File: config.mk
export PLATFORM = sky130hd
export DESIGN_NAME = edit_buffer_undo_redo
export DESIGN_NICKNAME = d
export VERILOG_FILES = /design/src/hdl/ebur_pkg.sv /design/src/hdl/ebur_ram.sv /design/src/hdl/ebur_ctrl.sv /design/src/hdl/ebur_dp.sv /design/src/hdl/edit_buffer_undo_redo.sv
export SDC_FILE = /design/constraint.sdc
export NUM_CORES = 2
export LEC_CHECK = 0
export BUFFER_PORTS_ARGS = -buffer_cell sky130_fd_sc_hd__buf_2
export CORE_ASPECT_RATIO = 1.4
export CORE_MARGIN = 5
export CORE_UTILIZATION = 59
export CTS_CLUSTER_SIZE = 12
export DETAILED_ROUTE_END_ITERATION = 12
export PLACE_DENSITY = 0.72
export SLEW_MARGIN = 20
export SYNTH_ARGS = -nofsm -noshare
export SYNTH_HDL_FRONTEND = slang
export SYNTH_SLANG_ARGS = --single-unit
export TNS_END_PERCENT = 50
File: constraint.sdc
create_clock -name clk -period 6.6 [get_ports clk]
set_input_delay 0.33 -clock clk [delete_from_list [all_inputs] [get_ports clk]]
set_output_delay 0.33 -clock clk [all_outputs]
set_load 0.02 [all_outputs]
File: src/hdl/ebur_pkg.sv
// Package for the edit buffer with undo and redo: request and result beats,
// request and status codes, and the controller/datapath command and status structs.
// Depends on nothing.
package ebur_pkg;

  // Request codes carried in req_type.
  localparam logic [2:0] REQ_INSERT = 3'd0;
  localparam logic [2:0] REQ_DELETE = 3'd1;
  localparam logic [2:0] REQ_UNDO   = 3'd2;
  localparam logic [2:0] REQ_REDO   = 3'd3;
  localparam logic [2:0] REQ_READ   = 3'd4;

  // Status codes returned with every result.
  localparam logic [2:0] ST_OK        = 3'd0;
  localparam logic [2:0] ST_BAD_POS   = 3'd1;
  localparam logic [2:0] ST_NO_UNDO   = 3'd2;
  localparam logic [2:0] ST_NO_REDO   = 3'd3;
  localparam logic [2:0] ST_BUF_FULL  = 3'd4;

  // Kind of a history record.
  localparam logic KIND_INSERT = 1'b0;
  localparam logic KIND_DELETE = 1'b1;

  // One request beat.
  typedef struct packed {
    logic [2:0] req_type;
    logic [7:0] char_in;
    logic [6:0] position;
  } req_t;

  // One result beat.
  typedef struct packed {
    logic [2:0] status;
    logic [6:0] text_length;
    logic [7:0] char_out;
  } res_t;

  // Commands from the controller to the datapath.
  typedef struct packed {
    logic load;
    logic check;
    logic fetch;
    logic shift;
    logic finish;
    logic emit;
  } ebur_cmd_t;

  // Status from the datapath to the controller.
  typedef struct packed {
    logic go;
    logic is_read;
    logic fit;
    logic shift_busy;
  } ebur_stat_t;

endpackage

File: src/hdl/ebur_ram.sv
// Generic single-port-write, single-port-read RAM with registered read data.
// Depends on nothing.
module ebur_ram #(
  parameter int WIDTH = 8,
  parameter int DEPTH = 64
) (
  input  logic                                    clk,
  input  logic                                    we,
  input  logic [((DEPTH > 1) ? $clog2(DEPTH) : 1)-1:0] waddr,
  input  logic [WIDTH-1:0]                        wdata,
  input  logic [((DEPTH > 1) ? $clog2(DEPTH) : 1)-1:0] raddr,
  output logic [WIDTH-1:0]                        rdata
);

  logic [WIDTH-1:0] mem [DEPTH];

  // Write port and registered read port.
  always_ff @(posedge clk) begin
    if (we) begin
      mem[waddr] <= wdata;
    end
    rdata <= mem[raddr];
  end

endmodule

File: src/hdl/ebur_ctrl.sv
// Controller state machine of the edit buffer: sequences check, fetch, shift,
// finish and result phases. Depends on ebur_pkg.
module ebur_ctrl
  import ebur_pkg::*;
(
  input  logic       clk,
  input  logic       rst,
  input  logic       start,
  output logic       busy,
  output logic       done,
  output ebur_cmd_t  cmd,
  input  ebur_stat_t stat
);

  typedef enum logic [2:0] {
    S_IDLE,
    S_CHECK,
    S_FETCH,
    S_SHIFT,
    S_FINISH,
    S_EMIT
  } state_t;

  state_t state;
  state_t state_next;

  assign busy = (state != S_IDLE);

  // Commands follow the state; load fires on an accepted request beat.
  always_comb begin
    cmd        = '0;
    state_next = state;
    case (state)
      S_IDLE: begin
        cmd.load = start;
        if (start) begin
          state_next = S_CHECK;
        end
      end
      S_CHECK: begin
        cmd.check  = 1'b1;
        state_next = stat.go ? S_FETCH : S_EMIT;
      end
      S_FETCH: begin
        cmd.fetch = 1'b1;
        if (stat.is_read || !stat.fit) begin
          state_next = S_EMIT;
        end else begin
          state_next = S_SHIFT;
        end
      end
      S_SHIFT: begin
        cmd.shift = 1'b1;
        if (!stat.shift_busy) begin
          state_next = S_FINISH;
        end
      end
      S_FINISH: begin
        cmd.finish = 1'b1;
        state_next = S_EMIT;
      end
      S_EMIT: begin
        cmd.emit   = 1'b1;
        state_next = S_IDLE;
      end
      default: begin
        state_next = S_IDLE;
      end
    endcase
  end

  // State register and the registered result strobe.
  always_ff @(posedge clk) begin
    if (rst) begin
      state <= S_IDLE;
      done  <= 1'b0;
    end else begin
      state <= state_next;
      done  <= (state == S_EMIT);
    end
  end

  // The result strobe comes only once the machine is back at rest.
  a_done_idle: assert property (@(posedge clk) disable iff (rst)
    done |-> (state == S_IDLE))
    else $error("result strobe while busy");

  // An accepted request always starts with the check phase.
  a_accept_check: assert property (@(posedge clk) disable iff (rst)
    (start && !busy) |=> (state == S_CHECK))
    else $error("accepted request did not enter check");

  // Every request ends in exactly one result beat.
  a_emit_done: assert property (@(posedge clk) disable iff (rst)
    (state == S_EMIT) |=> done)
    else $error("emit phase without result strobe");

endmodule

File: src/hdl/ebur_dp.sv
// Datapath of the edit buffer: text RAM, undo ring and redo stack RAMs,
// counters, character shift engine and result register. Depends on ebur_pkg, ebur_ram.
module ebur_dp
  import ebur_pkg::*;
#(
  parameter int BUF_DEPTH  = 64,
  parameter int HIST_DEPTH = 32
) (
  input  logic       clk,
  input  logic       rst,
  input  req_t       req,
  input  ebur_cmd_t  cmd,
  output ebur_stat_t stat,
  output res_t       result
);

  localparam int AW  = $clog2(BUF_DEPTH);
  localparam int CW  = $clog2(BUF_DEPTH + 1);
  localparam int MW  = (CW > 7) ? CW : 7;
  localparam int HW  = (HIST_DEPTH > 1) ? $clog2(HIST_DEPTH) : 1;
  localparam int HCW = $clog2(HIST_DEPTH + 1);
  localparam int RW  = 1 + 8 + AW;

  typedef struct packed {
    logic          kind;
    logic [7:0]    ch;
    logic [AW-1:0] pos;
  } rec_t;

  // Request and working registers.
  req_t            req_q;
  logic [2:0]      status_q;
  logic [7:0]      char_out_q;
  rec_t            rec;
  logic            text_ins;
  logic [CW-1:0]   count;
  logic [HW-1:0]   undo_top;
  logic [HCW-1:0]  undo_count;
  logic [HCW-1:0]  redo_count;
  logic [AW-1:0]   rd_idx;
  logic [AW-1:0]   wr_idx;
  logic            wr_pend;
  logic [CW-1:0]   moves;

  // RAM ports.
  logic            text_we;
  logic [AW-1:0]   text_waddr;
  logic [7:0]      text_wdata;
  logic [AW-1:0]   text_raddr;
  logic [7:0]      text_rdata;
  logic            undo_we;
  logic [RW-1:0]   undo_rdata;
  logic [HW-1:0]   undo_raddr;
  logic            redo_we;
  logic [RW-1:0]   redo_rdata;
  logic [HW-1:0]   redo_raddr;

  // Combinational helpers.
  logic [MW-1:0]   pos_ext;
  logic [MW-1:0]   cnt_ext;
  logic [AW-1:0]   pos_a;
  logic [2:0]      status_next;
  rec_t            rec_next;
  logic            ins_next;
  logic            fit_next;
  logic [HW-1:0]   top_inc;
  logic [HW-1:0]   top_dec;
  logic [HCW-1:0]  redo_dec;
  logic            undo_full;
  logic            redo_full;
  logic            is_edit;

  assign pos_ext   = MW'(req_q.position);
  assign cnt_ext   = MW'(count);
  assign pos_a     = AW'(req_q.position);
  assign top_inc   = (undo_top == HW'(HIST_DEPTH - 1)) ? '0 : undo_top + 1'b1;
  assign top_dec   = (undo_top == '0) ? HW'(HIST_DEPTH - 1) : undo_top - 1'b1;
  assign redo_dec  = redo_count - 1'b1;
  assign undo_full = (undo_count == HCW'(HIST_DEPTH));
  assign redo_full = (redo_count == HCW'(HIST_DEPTH));
  assign is_edit   = (req_q.req_type == REQ_INSERT) || (req_q.req_type == REQ_DELETE);

  // Request checks against the current buffer and history fill.
  always_comb begin
    status_next = ST_OK;
    case (req_q.req_type)
      REQ_INSERT: begin
        if (pos_ext > cnt_ext) begin
          status_next = ST_BAD_POS;
        end else if (count == CW'(BUF_DEPTH)) begin
          status_next = ST_BUF_FULL;
        end
      end
      REQ_DELETE, REQ_READ: begin
        if (pos_ext >= cnt_ext) begin
          status_next = ST_BAD_POS;
        end
      end
      REQ_UNDO: begin
        if (undo_count == '0) begin
          status_next = ST_NO_UNDO;
        end
      end
      REQ_REDO: begin
        if (redo_count == '0) begin
          status_next = ST_NO_REDO;
        end
      end
      default: begin
        status_next = ST_OK;
      end
    endcase
  end

  // The edit record for this request, from the request or from a history.
  always_comb begin
    rec_next.kind = KIND_INSERT;
    rec_next.ch   = req_q.char_in;
    rec_next.pos  = pos_a;
    case (req_q.req_type)
      REQ_DELETE: begin
        rec_next.kind = KIND_DELETE;
        rec_next.ch   = text_rdata;
      end
      REQ_UNDO: begin
        rec_next = rec_t'(undo_rdata);
      end
      REQ_REDO: begin
        rec_next = rec_t'(redo_rdata);
      end
      default: begin
        rec_next.kind = KIND_INSERT;
      end
    endcase
  end

  // Undo reverses the record; the shift is skipped when it does not fit.
  assign ins_next = (rec_next.kind == KIND_INSERT) ^ (req_q.req_type == REQ_UNDO);
  assign fit_next = ins_next ?
                    ((CW'(rec_next.pos) <= count) && (count < CW'(BUF_DEPTH))) :
                    (CW'(rec_next.pos) < count);

  assign stat.go         = (status_next == ST_OK) && (req_q.req_type <= REQ_READ);
  assign stat.is_read    = (req_q.req_type == REQ_READ);
  assign stat.fit        = fit_next;
  assign stat.shift_busy = (moves != '0) || wr_pend;

  // Text RAM ports: position lookup during check, shift reads after that.
  assign text_raddr = cmd.check ? pos_a : rd_idx;
  assign text_we    = wr_pend || (cmd.finish && text_ins);
  assign text_waddr = wr_pend ? wr_idx : rec.pos;
  assign text_wdata = wr_pend ? text_rdata : rec.ch;

  // History RAM ports: read the tops in check, push in fetch.
  assign undo_raddr = top_dec;
  assign redo_raddr = redo_dec[HW-1:0];
  assign undo_we    = cmd.fetch && (is_edit || (req_q.req_type == REQ_REDO));
  assign redo_we    = cmd.fetch && (req_q.req_type == REQ_UNDO) && !redo_full;

  ebur_ram #(.WIDTH(8), .DEPTH(BUF_DEPTH)) u_text_ram (
    .clk   (clk),
    .we    (text_we),
    .waddr (text_waddr),
    .wdata (text_wdata),
    .raddr (text_raddr),
    .rdata (text_rdata)
  );

  ebur_ram #(.WIDTH(RW), .DEPTH(HIST_DEPTH)) u_undo_ram (
    .clk   (clk),
    .we    (undo_we),
    .waddr (undo_top),
    .wdata (RW'(rec_next)),
    .raddr (undo_raddr),
    .rdata (undo_rdata)
  );

  ebur_ram #(.WIDTH(RW), .DEPTH(HIST_DEPTH)) u_redo_ram (
    .clk   (clk),
    .we    (redo_we),
    .waddr (redo_count[HW-1:0]),
    .wdata (RW'(rec_next)),
    .raddr (redo_raddr),
    .rdata (redo_rdata)
  );

  // Counters and history pointers.
  always_ff @(posedge clk) begin
    if (rst) begin
      count      <= '0;
      undo_top   <= '0;
      undo_count <= '0;
      redo_count <= '0;
      moves      <= '0;
      wr_pend    <= 1'b0;
    end else begin
      if (cmd.fetch) begin
        case (req_q.req_type)
          REQ_INSERT, REQ_DELETE: begin
            undo_top   <= top_inc;
            undo_count <= undo_full ? undo_count : undo_count + 1'b1;
            redo_count <= '0;
          end
          REQ_UNDO: begin
            undo_top   <= top_dec;
            undo_count <= undo_count - 1'b1;
            redo_count <= redo_full ? redo_count : redo_count + 1'b1;
          end
          REQ_REDO: begin
            redo_count <= redo_dec;
            undo_top   <= top_inc;
            undo_count <= undo_full ? undo_count : undo_count + 1'b1;
          end
          default: begin
            undo_top <= undo_top;
          end
        endcase
        // Characters that move: those from the position to the end on insert, those after it on delete.
        if (ins_next) begin
          moves <= count - CW'(rec_next.pos);
        end else begin
          moves <= count - CW'(rec_next.pos) - 1'b1;
        end
        wr_pend <= 1'b0;
      end else if (cmd.shift) begin
        wr_pend <= (moves != '0);
        if (moves != '0) begin
          moves <= moves - 1'b1;
        end
      end
      if (cmd.finish) begin
        count <= text_ins ? count + 1'b1 : count - 1'b1;
      end
    end
  end

  // Request, record, shift indexes and result registers.
  always_ff @(posedge clk) begin
    if (cmd.load) begin
      req_q      <= req;
      char_out_q <= '0;
    end
    if (cmd.check) begin
      status_q <= status_next;
    end
    if (cmd.fetch) begin
      rec      <= rec_next;
      text_ins <= ins_next;
      if (stat.is_read) begin
        char_out_q <= text_rdata;
      end
      if (ins_next) begin
        rd_idx <= AW'(count - 1'b1);
      end else begin
        rd_idx <= rec_next.pos + 1'b1;
      end
    end else if (cmd.shift && (moves != '0)) begin
      // Insert walks down and moves up by one; delete walks up and moves down.
      wr_idx <= text_ins ? rd_idx + 1'b1 : rd_idx - 1'b1;
      rd_idx <= text_ins ? rd_idx - 1'b1 : rd_idx + 1'b1;
    end
    if (cmd.emit) begin
      result.status      <= status_q;
      result.text_length <= 7'(count);
      result.char_out    <= char_out_q;
    end
  end

  // The buffer never holds more than its depth.
  a_count_bound: assert property (@(posedge clk) disable iff (rst)
    count <= CW'(BUF_DEPTH))
    else $error("text count beyond buffer depth");

  // A fresh edit forgets the redo history.
  a_redo_clear: assert property (@(posedge clk) disable iff (rst)
    (cmd.fetch && is_edit) |=> (redo_count == '0))
    else $error("redo history survived a fresh edit");

  // The final insert write never collides with a pending shift write.
  a_write_clash: assert property (@(posedge clk) disable iff (rst)
    !(wr_pend && cmd.finish))
    else $error("shift write and final write in one cycle");

endmodule

File: src/hdl/edit_buffer_undo_redo.sv
// Top level of the edit buffer with undo and redo.
// Depends on ebur_pkg, ebur_ctrl, ebur_dp (and ebur_ram through ebur_dp).
//
// One request at a time: a beat is taken when start is high and busy is low,
// and exactly one result beat follows on result, marked by done for one cycle;
// the receiver cannot stall it and must take it then. A rejected request
// passes through check and then emit, a read through check, fetch and emit,
// and an insert, delete, undo or redo through check, fetch, shift, finish
// and emit, where the shift phase moves n characters one place (up to
// BUF_DEPTH - 1). The shift engine moves one character per cycle through
// the single write port of the text RAM. A new request may be started in
// the cycle that done is high. Text and history RAMs need no clearing
// after reset.
module edit_buffer_undo_redo
  import ebur_pkg::*;
#(
  parameter int BUF_DEPTH  = 64,
  parameter int HIST_DEPTH = 32
) (
  input  logic clk,
  input  logic rst,
  input  logic start,
  output logic busy,
  input  req_t req,
  output logic done,
  output res_t result
);

  ebur_cmd_t  cmd;
  ebur_stat_t stat;

  // Sequencing.
  ebur_ctrl u_ctrl (
    .clk   (clk),
    .rst   (rst),
    .start (start),
    .busy  (busy),
    .done  (done),
    .cmd   (cmd),
    .stat  (stat)
  );

  // Storage and arithmetic.
  ebur_dp #(
    .BUF_DEPTH  (BUF_DEPTH),
    .HIST_DEPTH (HIST_DEPTH)
  ) u_dp (
    .clk    (clk),
    .rst    (rst),
    .req    (req),
    .cmd    (cmd),
    .stat   (stat),
    .result (result)
  );

endmodule

==> reports/metrics.yaml <==
cp-start-kind: "flop"
startpoint: "u_dp.req_q[17]"
ys_ff_latch: 1620
cts_tree: "done"
ys_types: 68
mostFrequentLayoutCells: "edfxtp_1 (1538), mux4_2 (398), nand2_1 (220), nor2_1 (162), clkbuf_16 (161)"
reg2reg_setup_slack_ns: 1.88
detailedPlace.worstSlack_ns: 2.129
port_buffers: 40
endpoint_kind: "flop"
die_x_um: 288.1
synthesis.nets: 3301
hold_violations: 0
cts_setup_buffers: 0
antenna_found_initial: 5
cp.arrival_ns: 5.42
area_delta_synth_final_pct: 10.96
dr.pass1.iters: 5
grt_pass1_wl_um: 213100
critPathMaxFanout: 69
fin_area_um2: 70900
status: "completed"
hold_path.startpoint: "start"
fmax_mhz: 211.8
synth_flop_cell: "edfxtp_1"
wire_per_inst_um: 29.17
cts-buffers-inserted: 156
wl_um: 143200
drv_slew: 0
power_density_nw_per_um2: 310.6
vias: 31740
drc_errors: 0
drt_iter0_drc: 3164
power_mw: 22.02
fin_setup_tns_ns: 0
viasPerCell: 6.467
fin_crit_ns: 4.721
yosysSeqAreaShare_pct: 74.85
grt_max_degree: 129
synth-async-reset-ratio_pct: 0
grt_overflow: 0
ant_nets: 0
htree_levels: 4
nets: 3446
final.setup_skew_ns: 0.02139
clk_path_buf_depth: 3
dieHeight_um: 399.4
core_area_um2: 107300
clkTransAtPathRegs_ns: 0.06
tightestPinTransition_ns: 1.186
reg2reg_depth: 9
cts_sinks: 1620
required_ns: 7.30
finalWorstSetupSlack_ns: 1.879
synth_area_um2: 63900
worstSetupPathType: "flop to flop"
max-cap-violations: 0
io_pins: 41
whs_ns: 0.09034
post_dp_cell_area_um2: 66260
min_to: "u_ctrl.state[0]"
hpwlAfterDp_um: 86890
place.gp.congestion: 0.8787
synth_warnings: 0
setup-violations-final: 0
dieArea_um2: 115100
holdPathStages: 3
clock_latency_ns: 0.76
grt_pass1_vias: 32840
avgSynthCellArea_um2: 19.68
cts_root_buffer: "clkbuf_16"
p_leak_nw: 21.83
slew_headroom_pct: 20.95
hp-class: "input pin to flop"
post-route-period-util_pct: 71.53
rsz0062_at_grt: "no"
drive_above_1_share_pct: 24.03
netlist_instances: 3247
r2r-start: "u_dp.req_q[17]"
row_count: 142
initial_utilization_pct: 59.54
irDropWorstVdd_v: 0.0003037
grt_usage_pct: 25.26
worstReg2RegEnd: "u_dp.moves[6]"
synth_edf_count: 1538
mostFrequentLayoutCell: "edfxtp_1"
layout make-up:
cell class / instances / area [um^2]
Sequential cell: 1620 / 47830
Fill cell: 6845 / 36410
Multi-Input combinational cell: 1420 / 15560
Clock buffer: 217 / 4249
Tap cell: 1440 / 1802
Timing Repair Buffer: 148 / 1146
Inverter: 46 / 175.2
Clock inverter: 15 / 126.4
Antenna cell: 2 / 5.005
sequential cells by signal, indices dropped and copies added (netlist names):
name / count
u_dp.rd_idx: 6
u_dp.req_q: 11
u_dp.u_text_ram.rdata: 8
u_dp.char_out_q: 8
u_dp.cnt_ext: 7
u_dp.moves: 7
u_dp.status_q: 3
u_dp.u_undo_ram.rdata: 15
u_dp.redo_count: 6
u_dp.rec: 14
u_dp.u_undo_ram.mem: 480
u_dp.pos_ext: 7
u_dp.text_ins: 1
u_dp.u_text_ram.mem: 512
u_dp.result: 18
u_ctrl.done: 1
u_dp.wr_idx: 6
u_dp.wr_pend: 1
u_ctrl.state: 3
u_dp.undo_count: 6
u_dp.u_redo_ram.rdata: 15
u_dp.undo_top: 5
u_dp.u_redo_ram.mem: 480
per-layer routing:
metal | share of wire, % | global-route usage (%) | vias to the layer above
met4 | 4.2 | 10.13 | 2
met3 | 7.6 | 4.530 | 278
met5 | 0.0070 | 0 | -
li1 | - | - | 13430
met1 | 37 | 33.46 | 16580
met2 | 51 | 42.26 | 1447
per-stage QoR:
stage | cells | util (%)
floorplan | 3247 | -
global placement | 4653 | 61.74
detailed placement | 4653 | 61.74
CTS | 4903 | 65.99
global route | 4906 | 66.06
finish | 4908 | 66.07
cell usage after synthesis, types with 3 or more instances:
master	n	area (um^2)
buf_1	21	78.83
ha_1	32	400.4
mux4_2	398	8964
nand2_1	220	825.8
mux2_2	61	686.9
inv_1	43	161.4
buf_6	3	33.78
a21o_1	5	37.54
nor3_1	18	90.09
a22o_1	8	70.07
buf_2	28	140.1
nor2_1	196	735.7
mux2i_1	56	560.5
a22oi_1	3	22.52
o211ai_1	21	157.7
clkinv_1	3	11.26
a31oi_1	22	137.6
xnor2_1	39	341.6
a311oi_1	4	35.03
o22ai_1	11	68.82
and3_1	10	62.56
nor2b_1	6	37.54
o21ai_0	81	405.4
nor4_1	3	18.77
and2_1	16	100.1
dfxtp_1	82	1642
clkbuf_1	108	405.4
nand3_1	37	185.2
a221o_1	8	80.08
xor2_1	12	105.1
o2111ai_1	3	26.28
nand2b_1	12	75.07
edfxtp_1	1538	46180
nand3b_1	4	30.03
a21oi_1	41	205.2
or3_1	8	50.05
o32ai_1	11	96.34
a211oi_1	28	210.2
or2_2	5	31.28
nand4_1	8	50.05
repair_timing:
| action | in CTS | in global routing |
|---|---|---|
| gates resized for setup | 0 | 0 |
| hold buffers | 18 | 0 |
| hold endpoints to repair | 18 | 0 |
| endpoints found under the setup margin | 0 | 0 |
critical path: stages, from the launching register on:
cell	delay, ns
edfxtp_1	0.35
buf_4	0.26
nor2b_1	0.89
mux2i_2	0.55
clkinv_2	0.93
a221oi_1	0.67
nand3_1	0.15
xnor2_1	0.19
or4b_1	0.54
nand3_1	0.09
kinds of logic (layout without fill, tap and decap cells):
| group | Yosys count | after routing | synth area share [%] |
|---|---|---|---|
| DFF | 1620 | 1620 | 74.85 |
| and+or+nand+nor | 552 | 552 | 3.722 |
| muxes | 518 | 518 | 16.06 |
| AOI/OAI and AO/OA | 266 | 266 | 2.700 |
| buffers and inverters | 207 | 426 | 1.312 |
| xor gates and xnor gates | 51 | 51 | 0.6991 |
| adders and majority gates | 33 | 33 | 0.6579 |
| other | 0 | 2 | 0 |
how the worst max path moves through the flow:
stage               endpoint
2_1_floorplan  u_dp.moves[6]
3_3_place_gp   u_dp.moves[6]
3_5_place_dp   u_dp.moves[6]
4_1_cts        u_dp.moves[6]
5_1_grt        u_dp.moves[6]
6_report       u_dp.moves[6]
where the power goes:
group          leakage [nW]  internal [mW]  total [mW]  switching, mW
Sequential             14.5           11.7        11.9          0.148
Clock                  2.12           4.44        7.93           3.50
Combinational          5.18          0.728        2.22           1.49
No activity file was read; power rests on OpenSTA's default activity.
